File: src/hw/rtl/tqwl_pkg.sv
// ----------------------------------------------------------------------------
// tqwl_pkg
// Shared types and codes of the token quota window limiter.
// ----------------------------------------------------------------------------
package tqwl_pkg;

   localparam int unsigned TOKEN_WIDTH = 32;

   // command codes on req_cmd
   localparam logic [1:0] CMD_ADD   = 2'd0;
   localparam logic [1:0] CMD_CLEAR = 2'd1;
   localparam logic [1:0] CMD_TICK  = 2'd2;

   // register indexes
   localparam int unsigned CSR_INDEX_WIDTH  = 1;
   localparam logic [CSR_INDEX_WIDTH-1:0] CSR_TOKEN_LIMIT  = 1'b0;
   localparam logic [CSR_INDEX_WIDTH-1:0] CSR_WINDOW_TICKS = 1'b1;

   localparam logic [TOKEN_WIDTH-1:0] TOKEN_LIMIT_RESET = 32'd65535;

   typedef enum logic [1:0] {
      OP_ADD,
      OP_CLEAR,
      OP_TICK,
      OP_NONE
   } op_kind_type;

   typedef enum logic [1:0] {
      STATUS_ADMIT = 2'd0,
      STATUS_DENY  = 2'd1,
      STATUS_NONE  = 2'd2
   } status_type;

   typedef struct packed {
      op_kind_type            kind;
      logic [TOKEN_WIDTH-1:0] in_tokens;
      logic [TOKEN_WIDTH-1:0] out_tokens;
      logic [TOKEN_WIDTH:0]   req_sum;
   } op_type;

   typedef struct packed {
      status_type             status;
      logic [TOKEN_WIDTH-1:0] used_total;
      logic [TOKEN_WIDTH-1:0] input_total;
      logic [TOKEN_WIDTH-1:0] output_total;
      logic [TOKEN_WIDTH-1:0] remaining;
      logic [TOKEN_WIDTH-1:0] request_total;
      logic [TOKEN_WIDTH-1:0] denied_total;
   } rsp_type;

endpackage

File: src/hw/rtl/tqwl_fifo.sv
// ----------------------------------------------------------------------------
// tqwl_fifo
// Small synchronous queue with registered storage; push and pop may
// happen in the same cycle. DEPTH must be a power of two; the block does not check this.
// ----------------------------------------------------------------------------
module tqwl_fifo #(
   parameter int unsigned WIDTH = 8,
   parameter int unsigned DEPTH = 4
) (
   input  logic             clock,
   input  logic             reset,
   input  logic             push,
   input  logic [WIDTH-1:0] push_data,
   output logic             full,
   input  logic             pop,
   output logic [WIDTH-1:0] pop_data,
   output logic             empty
);

   localparam int unsigned AW = (DEPTH > 1) ? $clog2(DEPTH) : 1;

   logic [WIDTH-1:0] mem_ff [DEPTH];
   logic [AW-1:0]    wr_ptr_ff, wr_ptr_in;
   logic [AW-1:0]    rd_ptr_ff, rd_ptr_in;
   logic [AW:0]      count_ff, count_in;
   logic             do_push, do_pop;

   assign full     = (count_ff == (AW+1)'(DEPTH));
   assign empty    = (count_ff == '0);
   assign do_push  = push && !full;
   assign do_pop   = pop && !empty;
   assign pop_data = mem_ff[rd_ptr_ff];

   always_comb begin
      wr_ptr_in = do_push ? wr_ptr_ff + AW'(1) : wr_ptr_ff;
      rd_ptr_in = do_pop  ? rd_ptr_ff + AW'(1) : rd_ptr_ff;
      count_in  = count_ff + (AW+1)'(do_push) - (AW+1)'(do_pop);
   end

   always_ff @(posedge clock) begin
      if (reset) begin
         wr_ptr_ff <= '0;
         rd_ptr_ff <= '0;
         count_ff  <= '0;
      end else begin
         wr_ptr_ff <= wr_ptr_in;
         rd_ptr_ff <= rd_ptr_in;
         count_ff  <= count_in;
      end
   end

   always_ff @(posedge clock) begin
      if (do_push) begin
         mem_ff[wr_ptr_ff] <= push_data;
      end
   end

`ifndef SYNTHESIS
   a_fill_tracks_push: assert property (@(posedge clock) disable iff (reset)
      (do_push && !do_pop) |=> count_ff == $past(count_ff) + (AW+1)'(1))
      else $error("queue fill level did not follow a lone push");

   a_fill_tracks_pop: assert property (@(posedge clock) disable iff (reset)
      (do_pop && !do_push) |=> count_ff == $past(count_ff) - (AW+1)'(1))
      else $error("queue fill level did not follow a lone pop");

   a_fill_bound: assert property (@(posedge clock) disable iff (reset)
      count_ff <= (AW+1)'(DEPTH))
      else $error("queue fill level above depth");
`endif

endmodule

File: src/hw/rtl/tqwl_front.sv
// ----------------------------------------------------------------------------
// tqwl_front
// Input stage: takes request beats, decodes the command and forms the
// wide token sum of an add request before it enters the command queue.
// ----------------------------------------------------------------------------
module tqwl_front
   import tqwl_pkg::*;
(
   input  logic                   clock,
   input  logic                   reset,
   input  logic                   req_push,
   output logic                   req_full,
   input  logic [1:0]             req_cmd,
   input  logic [TOKEN_WIDTH-1:0] req_in_tokens,
   input  logic [TOKEN_WIDTH-1:0] req_out_tokens,
   output logic                   op_push,
   output op_type                 op,
   input  logic                   op_full
);

   logic   valid_ff, valid_in;
   op_type op_ff, op_in;
   logic   accept;

   assign req_full = valid_ff && op_full;
   assign accept   = req_push && !req_full;
   assign op_push  = valid_ff;
   assign op       = op_ff;

   always_comb begin
      valid_in = accept || (valid_ff && op_full);

      unique case (req_cmd)
         CMD_ADD:   op_in.kind = OP_ADD;
         CMD_CLEAR: op_in.kind = OP_CLEAR;
         CMD_TICK:  op_in.kind = OP_TICK;
         default:   op_in.kind = OP_NONE;
      endcase
      op_in.in_tokens  = req_in_tokens;
      op_in.out_tokens = req_out_tokens;
      op_in.req_sum    = {1'b0, req_in_tokens} + {1'b0, req_out_tokens};
   end

   always_ff @(posedge clock) begin
      if (reset) begin
         valid_ff <= 1'b0;
      end else begin
         valid_ff <= valid_in;
      end
   end

   always_ff @(posedge clock) begin
      if (accept) begin
         op_ff <= op_in;
      end
   end

endmodule

File: src/hw/rtl/tqwl_back.sv
// ----------------------------------------------------------------------------
// tqwl_back
// Execution stage: holds the limit, window and usage counters, decides
// admission of each queued add command and produces a result beat for every command.
// ----------------------------------------------------------------------------
module tqwl_back
   import tqwl_pkg::*;
#(
   parameter int unsigned COUNT_WIDTH = 32
) (
   input  logic                       clock,
   input  logic                       reset,
   input  logic                       csr_we,
   input  logic [CSR_INDEX_WIDTH-1:0] csr_index,
   input  logic [TOKEN_WIDTH-1:0]     csr_wdata,
   input  logic                       op_valid,
   input  op_type                     op,
   output logic                       op_pop,
   input  logic                       rsp_full,
   output logic                       rsp_push,
   output rsp_type                    rsp
);

   // wide enough for limit minus usage minus request without wrap
   localparam int unsigned DW = ((COUNT_WIDTH > TOKEN_WIDTH + 1) ?
                                 COUNT_WIDTH : TOKEN_WIDTH + 1) + 2;
   localparam int unsigned XW = (COUNT_WIDTH > TOKEN_WIDTH) ? COUNT_WIDTH : TOKEN_WIDTH;

   logic [TOKEN_WIDTH-1:0] max_ff, max_in;
   logic [TOKEN_WIDTH-1:0] window_ff, window_in;
   logic [TOKEN_WIDTH-1:0] elapsed_ff, elapsed_in;
   logic [COUNT_WIDTH-1:0] used_ff, used_in;
   logic [COUNT_WIDTH-1:0] input_ff, input_in;
   logic [COUNT_WIDTH-1:0] output_ff, output_in;
   logic [TOKEN_WIDTH-1:0] admitted_ff, admitted_in;
   logic [TOKEN_WIDTH-1:0] refused_ff, refused_in;

   logic [DW-1:0]          diff;
   logic                   fits;
   logic [XW-1:0]          used_x;
   logic [TOKEN_WIDTH-1:0] rem_hold;
   logic [TOKEN_WIDTH:0]   elapsed_inc;
   logic                   window_done;
   logic [XW-1:0]          used_in_x, input_in_x, output_in_x;
   status_type             status;
   logic [TOKEN_WIDTH-1:0] remaining;

   assign op_pop   = op_valid && !rsp_full;
   assign rsp_push = op_pop;

   // sign of limit - used - request decides admission
   assign diff = DW'(max_ff) - DW'(used_ff) - DW'(op.req_sum);
   assign fits = !diff[DW-1];

   assign used_x   = XW'(used_ff);
   assign rem_hold = (XW'(max_ff) > used_x) ? (max_ff - used_x[TOKEN_WIDTH-1:0]) : '0;

   assign elapsed_inc = {1'b0, elapsed_ff} + (TOKEN_WIDTH+1)'(1);
   assign window_done = (elapsed_inc >= {1'b0, window_ff});

   always_comb begin
      max_in      = max_ff;
      window_in   = window_ff;
      elapsed_in  = elapsed_ff;
      used_in     = used_ff;
      input_in    = input_ff;
      output_in   = output_ff;
      admitted_in = admitted_ff;
      refused_in  = refused_ff;
      status      = STATUS_NONE;
      remaining   = rem_hold;

      if (op_pop) begin
         unique case (op.kind)
            OP_ADD: begin
               if (fits) begin
                  used_in     = used_ff + COUNT_WIDTH'(op.req_sum);
                  input_in    = input_ff + COUNT_WIDTH'(op.in_tokens);
                  output_in   = output_ff + COUNT_WIDTH'(op.out_tokens);
                  admitted_in = admitted_ff + TOKEN_WIDTH'(1);
                  status      = STATUS_ADMIT;
                  remaining   = diff[TOKEN_WIDTH-1:0];
               end else begin
                  refused_in = refused_ff + TOKEN_WIDTH'(1);
                  status     = STATUS_DENY;
               end
            end
            OP_CLEAR: begin
               used_in   = '0;
               input_in  = '0;
               output_in = '0;
               remaining = max_ff;
            end
            OP_TICK: begin
               if (window_ff != '0) begin
                  if (window_done) begin
                     used_in    = '0;
                     input_in   = '0;
                     output_in  = '0;
                     elapsed_in = '0;
                     remaining  = max_ff;
                  end else begin
                     elapsed_in = elapsed_inc[TOKEN_WIDTH-1:0];
                  end
               end
            end
            OP_NONE: begin
            end
         endcase
      end

      // writing the window length restarts the window
      if (csr_we) begin
         unique case (csr_index)
            CSR_TOKEN_LIMIT: begin
               max_in = csr_wdata;
            end
            CSR_WINDOW_TICKS: begin
               window_in  = csr_wdata;
               elapsed_in = '0;
            end
         endcase
      end
   end

   always_comb begin
      used_in_x         = XW'(used_in);
      input_in_x        = XW'(input_in);
      output_in_x       = XW'(output_in);
      rsp.status        = status;
      rsp.used_total    = used_in_x[TOKEN_WIDTH-1:0];
      rsp.input_total   = input_in_x[TOKEN_WIDTH-1:0];
      rsp.output_total  = output_in_x[TOKEN_WIDTH-1:0];
      rsp.remaining     = remaining;
      rsp.request_total = admitted_in;
      rsp.denied_total  = refused_in;
   end

   always_ff @(posedge clock) begin
      if (reset) begin
         max_ff      <= TOKEN_LIMIT_RESET;
         window_ff   <= '0;
         elapsed_ff  <= '0;
         used_ff     <= '0;
         input_ff    <= '0;
         output_ff   <= '0;
         admitted_ff <= '0;
         refused_ff  <= '0;
      end else begin
         max_ff      <= max_in;
         window_ff   <= window_in;
         elapsed_ff  <= elapsed_in;
         used_ff     <= used_in;
         input_ff    <= input_in;
         output_ff   <= output_in;
         admitted_ff <= admitted_in;
         refused_ff  <= refused_in;
      end
   end

`ifndef SYNTHESIS
   a_window_bound: assert property (@(posedge clock) disable iff (reset)
      (window_ff != '0) |-> (elapsed_ff < window_ff))
      else $error("window tick count reached the window length");

   a_deny_keeps_usage: assert property (@(posedge clock) disable iff (reset)
      (op_pop && op.kind == OP_ADD && !fits) |=>
         (refused_ff == $past(refused_ff) + TOKEN_WIDTH'(1)) && (used_ff == $past(used_ff)))
      else $error("denied request changed usage or missed the denial count");

   a_no_decision_keeps_counts: assert property (@(posedge clock) disable iff (reset)
      (op_pop && op.kind != OP_ADD) |=>
         (admitted_ff == $past(admitted_ff)) && (refused_ff == $past(refused_ff)))
      else $error("command without decision changed request counters");
`endif

endmodule

File: src/hw/rtl/token_quota_window_limiter.sv
// A result reaches the result ports through the front register, the command queue, the
// back stage and the result queue. Throughput: one request per cycle unless stalled; the
// back-stage usage update (limit minus usage minus request, then a sign test) is
// combinational. Stalls on the result side back up through a 2-entry result queue, a
// 4-entry command queue and the front register. Reset is synchronous: queues empty, all
// totals zero, token limit 65535, window length 0; no clearing pass.
// ----------------------------------------------------------------------------
// token_quota_window_limiter
// Fixed-window token quota admission: front stage decodes requests, a
// command queue decouples it from the back stage that keeps the totals.
// ----------------------------------------------------------------------------
module token_quota_window_limiter
   import tqwl_pkg::*;
#(
   parameter int unsigned COUNT_WIDTH = 32
) (
   input  logic                       clock,
   input  logic                       reset,
   input  logic                       req_push,
   output logic                       req_full,
   input  logic [1:0]                 req_cmd,
   input  logic [TOKEN_WIDTH-1:0]     req_in_tokens,
   input  logic [TOKEN_WIDTH-1:0]     req_out_tokens,
   output logic                       rsp_empty,
   input  logic                       rsp_pop,
   output logic [1:0]                 rsp_status,
   output logic [TOKEN_WIDTH-1:0]     rsp_used_total,
   output logic [TOKEN_WIDTH-1:0]     rsp_input_total,
   output logic [TOKEN_WIDTH-1:0]     rsp_output_total,
   output logic [TOKEN_WIDTH-1:0]     rsp_remaining,
   output logic [TOKEN_WIDTH-1:0]     rsp_request_total,
   output logic [TOKEN_WIDTH-1:0]     rsp_denied_total,
   input  logic                       csr_we,
   input  logic [CSR_INDEX_WIDTH-1:0] csr_index,
   input  logic [TOKEN_WIDTH-1:0]     csr_wdata
);

   localparam int unsigned OP_QUEUE_DEPTH  = 4;
   localparam int unsigned RSP_QUEUE_DEPTH = 2;

   op_type  front_op;
   logic    front_push;
   logic    op_full;
   op_type  queue_op;
   logic    op_empty;
   logic    op_pop;
   rsp_type back_rsp;
   logic    back_push;
   logic    rsp_full;
   rsp_type rsp_head;

   tqwl_front u_front (
      .clock          (clock),
      .reset          (reset),
      .req_push       (req_push),
      .req_full       (req_full),
      .req_cmd        (req_cmd),
      .req_in_tokens  (req_in_tokens),
      .req_out_tokens (req_out_tokens),
      .op_push        (front_push),
      .op             (front_op),
      .op_full        (op_full)
   );

   tqwl_fifo #(
      .WIDTH ($bits(op_type)),
      .DEPTH (OP_QUEUE_DEPTH)
   ) u_op_queue (
      .clock     (clock),
      .reset     (reset),
      .push      (front_push),
      .push_data (front_op),
      .full      (op_full),
      .pop       (op_pop),
      .pop_data  (queue_op),
      .empty     (op_empty)
   );

   tqwl_back #(
      .COUNT_WIDTH (COUNT_WIDTH)
   ) u_back (
      .clock     (clock),
      .reset     (reset),
      .csr_we    (csr_we),
      .csr_index (csr_index),
      .csr_wdata (csr_wdata),
      .op_valid  (!op_empty),
      .op        (queue_op),
      .op_pop    (op_pop),
      .rsp_full  (rsp_full),
      .rsp_push  (back_push),
      .rsp       (back_rsp)
   );

   tqwl_fifo #(
      .WIDTH ($bits(rsp_type)),
      .DEPTH (RSP_QUEUE_DEPTH)
   ) u_rsp_queue (
      .clock     (clock),
      .reset     (reset),
      .push      (back_push),
      .push_data (back_rsp),
      .full      (rsp_full),
      .pop       (rsp_pop),
      .pop_data  (rsp_head),
      .empty     (rsp_empty)
   );

   assign rsp_status        = rsp_head.status;
   assign rsp_used_total    = rsp_head.used_total;
   assign rsp_input_total   = rsp_head.input_total;
   assign rsp_output_total  = rsp_head.output_total;
   assign rsp_remaining     = rsp_head.remaining;
   assign rsp_request_total = rsp_head.request_total;
   assign rsp_denied_total  = rsp_head.denied_total;

endmodule

File: config.mk
export PLATFORM = sky130hd
export DESIGN_NAME = token_quota_window_limiter
export DESIGN_NICKNAME = d
export VERILOG_FILES = /design/src/hw/rtl/tqwl_pkg.sv /design/src/hw/rtl/tqwl_fifo.sv /design/src/hw/rtl/tqwl_front.sv /design/src/hw/rtl/tqwl_back.sv /design/src/hw/rtl/token_quota_window_limiter.sv
export SDC_FILE = /design/constraint.sdc
export NUM_CORES = 2
export LEC_CHECK = 0
export ABC_AREA = 1
export BUFFER_PORTS_ARGS = -buffer_cell sky130_fd_sc_hd__buf_2
export CAP_MARGIN = 15
export CORE_UTILIZATION = 50
export DETAILED_ROUTE_END_ITERATION = 8
export PLACE_DENSITY = 0.7
export RECOVER_POWER = 100
export REMOVE_ABC_BUFFERS = 1
export SYNTH_ARGS = -nofsm -noshare
export SYNTH_HDL_FRONTEND = slang
export SYNTH_SLANG_ARGS = --single-unit
File: constraint.sdc
create_clock -name clock -period 9.1 [get_ports clock]
set_clock_uncertainty 0.05 [all_clocks]
set_input_delay 0.91 -clock clock [delete_from_list [all_inputs] [get_ports clock]]
set_output_delay 0.91 -clock clock [all_outputs]
set_load 0.1 [all_outputs]
# Word-level counts from Yosys, hierarchy flattened
# Memories as Yosys holds them, arrays and structs flattened. A register that Yosys moved wholly into a read port is not among the register bits.
# Cells that the tools add are included.
[classes] reduce_logical=20 addsub=18 bitwise=1 n_mux=45 magnitude_cmp=2 eq_ne=6
[ops] operator="$mux W32" count=29
[ops] operator="$pmux W32 S3" count=4
[ops] operator="$add A32 B32 Y32" count=3
[ops] operator="$add A32 B1 Y32 const B" count=2
[ops] operator="$sub A35 B33 Y35" count=1
[ops] operator="$add A32 B1 Y33 const B" count=1
[ops] operator="$add A32 B32 Y33" count=1
[ops] operator="$ge A33 B32 Y1" count=1
[ops] operator="$sub A32 B32 Y33" count=1
[ops] operator="$gt A32 B32 Y1" count=1
[ops] operator="$reduce_bool A32 Y1" count=1
[ops] operator="$sub A32 B32 Y32" count=1
[ops] operator="$mux W2" count=4
[ops] operator="$logic_and A1 B1 Y1" count=7
[ops] operator="$mux W1" count=7
[ops] operator="$eq A2 B2 Y1 const B" count=3
[ops] operator="$logic_not A2 Y1" count=3
[ops] operator="$pmux W2 S3" count=1
[ops] operator="$logic_not A1 Y1" count=5
[ops] operator="$add A2 B1 Y2 const B" count=2
[ops] operator="$eq A2 B1 Y1 const B" count=2
[ops] operator="$reduce_and A2 Y1" count=2
[ops] operator="$add A3 B1 Y3" count=1
[ops] operator="$eq A3 B3 Y1 const B" count=1
[ops] operator="other kinds (7)" count=8
[totals] ramBits=784 inputBits=104 word_cells=113 out_inout_bits=196 regBits=367 n_memories=2
[mem_list] memory="u_op_queue.mem_ff" words=4 word_bits=99 rd=1 rd_ports_with_merged_regs=1 write_ports=1 line="tqwl_fifo.sv:22" source="logic [WIDTH-1:0] mem_ff [DEPTH];"
[mem_list] memory="u_rsp_queue.mem_ff" words=2 word_bits=194 rd=1 rd_ports_with_merged_regs=1 write_ports=1 line="tqwl_fifo.sv:22"

# Logic depth before layout (Yosys ltp)
[logic_depth] depth_word=8 depth_mapped=32 mapped_depth_nobuf=30

# Hierarchy
# From an unflattened synthesis, not the netlist that was laid out.
[hier_totals] cells_unflattened=6339 area_unflattened_um2=59713.5
[modules_own_cells] mod="tqwl_back" n_inst=1 seq_area_each_um2=5124.9 area_per_inst_um2=24223.2 cells_per_inst=4061
[modules_own_cells] mod="tqwl_fifo at u_op_queue" n_inst=1 seq_area_each_um2=12071.6 area_per_inst_um2=15122.0 cells_per_inst=1026
[modules_own_cells] mod="tqwl_fifo at u_rsp_queue" n_inst=1 seq_area_each_um2=11751.3 area_per_inst_um2=14920.6 cells_per_inst=643
[modules_own_cells] mod="tqwl_front" n_inst=1 seq_area_each_um2=2992.9 area_per_inst_um2=5444.0 cells_per_inst=608
[modules_own_cells] mod="token_quota_window_limiter" n_inst=1 seq_area_each_um2=0.0 area_per_inst_um2=3.8 cells_per_inst=1

# Worst setup path after synthesis
# OpenSTA, ideal clock, no wires.
[synth_path] kind="flip-flop to flip-flop" from="reg u_op_queue.count_ff[1]" to="mem u_rsp_queue.mem_ff[0][0] in the netlist's numbering (enable)" synth_period_minus_slack_ps=10099 arrival_time_ps=9297 t_required_ps=8298 setup_slack_ps=-999 path_stages_with_launch=9 path_buffers=3 setup_time_ps=752 cell_sequence="dfxtp_1 > nor2_1 > nand2_1 > and2_1 > buf_2 > inv_2 > buf_1 > buf_1 > nor2_1"
[synth_via] elab_chain_cells=6
[synth_lines] element="from (decl)" line="tqwl_fifo.sv:25" source="logic [AW:0] count_ff, count_in;"
[synth_lines] element="from (signal assigned)" line="tqwl_fifo.sv:48" source="count_ff <= count_in;"
[synth_lines] element="$logic_not A3 Y1" line="tqwl_fifo.sv:29" source="assign empty = (count_ff == '0);"
[synth_lines] element="$logic_not A1 Y1" line="token_quota_window_limiter.sv:87" source=".op_valid (!op_empty),"
[synth_lines] element="$logic_and A1 B1 Y1" line="tqwl_back.sv:48" source="assign op_pop = op_valid && !rsp_full;"
[synth_lines] element="$logic_and A1 B1 Y1" line="tqwl_fifo.sv:30" source="assign do_push = push && !full;"
[synth_lines] element="$mux W1" line="tqwl_fifo.sv:53" source="if (do_push) begin"
[synth_lines] element="$mux W1 (not written as such)" line="tqwl_fifo.sv:54" source="mem_ff[wr_ptr_ff] <= push_data;"
[synth_lines] element="to (decl)" line="tqwl_fifo.sv:22"
# Every way passes these cells.

==> impl_metrics.tcl <==
set metrics [dict create \
    status "finished with violations" \
    violations "DRC, capacitance limit, slew limit" \
    die_x_um 342 \
    cp_common_cell "nand2_1" \
    fmax_mhz 127 \
    final_cell_mix "nand2_1 (1274), edfxtp_1 (883), nor2_1 (505)" \
    hp-class "in2reg" \
    cp-end-kind "flop" \
    nNetsFinal 6414 \
    vias 43500 \
    clockRootBuffer "clkbuf_16" \
    netlist_instances 5804 \
    tightest_slew_ps 6820 \
    ctsHoldBuffers 0 \
    post-route-util_pct 55.7 \
    cp-startpoint "u_back.max_ff[0]$_SDFFE_PP1P_" \
    grt_pass1_vias 41600 \
    rrSetupSlack_ps 1240 \
    critPathLaunchType "flop" \
    power_density_nw_per_um2 393 \
    worst_ep_arrival_time_ps 8240 \
    worstPathRequired_ps 9480 \
    layout.cells.non_filler 7687 \
    syn_area_per_cell_um2 9.97 \
    timing.setup.tns_ps 0 \
    vdd_drop_max_mv 0.508 \
    detail_route.wl_per_cell_um 21.3 \
    async_flop_share_pct 0 \
    grt_setup_unrepaired "no" \
    cts_resized 0 \
    grt_max_degree 146 \
    rr_endpoint "u_rsp_queue.mem_ff[1][65]$_DFFE_PP_" \
    grt_pass1_wl_mm 246 \
    antenna_found_initial 7 \
    numCtsBuffers 116 \
    core_um2 115000 \
    dp.cells 7464 \
    grt_use_total_pct 27.4 \
    post_drt_via_cell_ratio 5.66 \
    cp_slowest_cell "nand2_1" \
    cts.path.max_buffers 3 \
    crit_type "reg2reg" \
    reg2reg_depth 26 \
    slew_headroom_pct -354 \
    portBuffers 299 \
    cts_tree "done" \
    clkSlewWorstSetupHoldPaths_ps 60 \
    ys_ff_latch 1154 \
    num_io_pins 300 \
    post_cts_buffers 0 \
    postLayoutSetupSlackWorst_ps 1240 \
    slew_violations 1211 \
    leakage_uw 0.0249 \
    worstReg2RegStart "u_back.max_ff[0]$_SDFFE_PP1P_" \
    period_needed_ps 7860 \
    die_h_um 342 \
    ys.flop_type "edfxtp_1" \
    rows 124 \
    max_cap_viol_count 19 \
    dr.pass1.iters 8 \
    clock_latency_ps 740 \
    ant_nets 0 \
    h-tree-depth 3 \
    setup_violations 0 \
    syn-cell-area_um2 57800 \
    slowest_delay_ps 1160 \
    syn_to_final_growth_pct 10.2 \
    post-place-ws_ps 1900 \
    min-delay-start "req_out_tokens[9]" \
    initial_core_util_pct 50.5 \
    totalWireLength_mm 164 \
    fin_crit_sh_pct 86.4 \
    cts_sinks 1154 \
    final_common_cell "nand2_1" \
    cp-endpoint "u_rsp_queue.mem_ff[1][65]$_DFFE_PP_" \
    finalHoldViolations 0 \
    ys_seq_area_share_pct 55.2 \
    critPathMaxFanout 39 \
    synth_cell_types 61 \
    grt_overflow 0 \
    die_area_um2 117000 \
    synth_edf_count 883 \
    place_congestion 0.989 \
    initialDrtViolationCount 4052 \
    drive_gt1_share_pct 9.54 \
    drc 50 \
    dp_hpwl_mm 117 \
    synth_warnings 0 \
]
final cells by class:
type / count / area [µm²]
Antenna cell: 1 / 2.50
Clock buffer: 154 / 3170
Clock inverter: 67 / 772
Fill cell: 10200 / 50800
Inverter: 447 / 1680
Multi-Input combinational cell: 4010 / 22700
Sequential cell: 1154 / 31900
Tap cell: 1512 / 1890
Timing Repair Buffer: 342 / 1540
flip-flops by register name (all words and copies together) (netlist names), 2 cells and up, named ones only:
name                  cells
u_op_queue.mem_ff       396
u_rsp_queue.mem_ff      388
u_front.op               99
u_back.admitted_ff       32
u_back.elapsed_ff        32
u_back.input_ff          32
u_back.max_ff            32
u_back.output_ff         32
u_back.refused_ff        32
u_back.used_ff           32
u_back.window_ff         32
u_op_queue.count_ff       3
u_op_queue.rd_ptr_ff      2
u_op_queue.wr_ptr_ff      2
u_rsp_queue.count_ff      2
cell usage after synthesis, drive strengths merged (119+ instances only):
master | instances | share of area, %
inv | 446 | 2.9
dfxtp | 271 | 9.4
nor2 | 515 | 3.4
nand2 | 1281 | 9.4
mux2 | 194 | 3.8
a21oi | 524 | 5.0
ha | 232 | 5.0
nand3 | 245 | 2.2
edfxtp | 883 | 46
clkbuf | 137 | 0.89
xor2 | 119 | 1.8
o21ai | 367 | 3.2
routing by layer:
metal / GRT usage, % / share of wire (%)
met4: 8.87 / 3.1
met3: 4.51 / 7.5
met5: 0 / 0
met2: 44.0 / 46
met1: 37.8 / 43
worst min-delay path by stage:
stage | cells past startpoint | endpoint
after global placement | 1 | flop
after detailed placement | 1 | flop
after CTS | 1 | u_front.op[45]$_DFFE_PP_
after global routing | 1 | u_front.op[42]$_DFFE_PP_
after floorplan | 1 | flop
final | 1 | u_front.op[42]$_DFFE_PP_
power by group:
group / switching, µW / leakage (µW) / internal [µW] / total, µW
registers: 341 / 0.0105 / 7210 / 7550
logic: 9990 / 0.0125 / 2620 / 12600
clock network: 2070 / 0.00192 / 2830 / 4910
per-stage QoR:
stage	total power, µW	hold WS [ps]	cell area (µm²)
2_1_floorplan	17000	376	56900
3_3_place_gp	20300	372	60800
3_5_place_dp	20400	396	60800
4_1_cts	25400	286	64700
5_1_grt	26200	307	63700
6_report	25100	337	63700
critical path, delay by kind of cell (launching register included):
kind	cells	cell delay (ps)
DFF	1	350
buffers and inverters	3	210
xor gates and xnor gates	1	230
adders and majority gates	3	1180
AOI/OAI and AO/OA	5	1030
and+or+nand+nor	14	4430
cells by family after synthesis:
group	share of synthesized area, %
buf+inv	4.50
compound gates	10.8
simple gates	17.7
mux	3.78
xor+xnor	2.79
flops	55.2
fa+ha+maj	5.26
No activity file was read; power rests on OpenSTA's default activity.
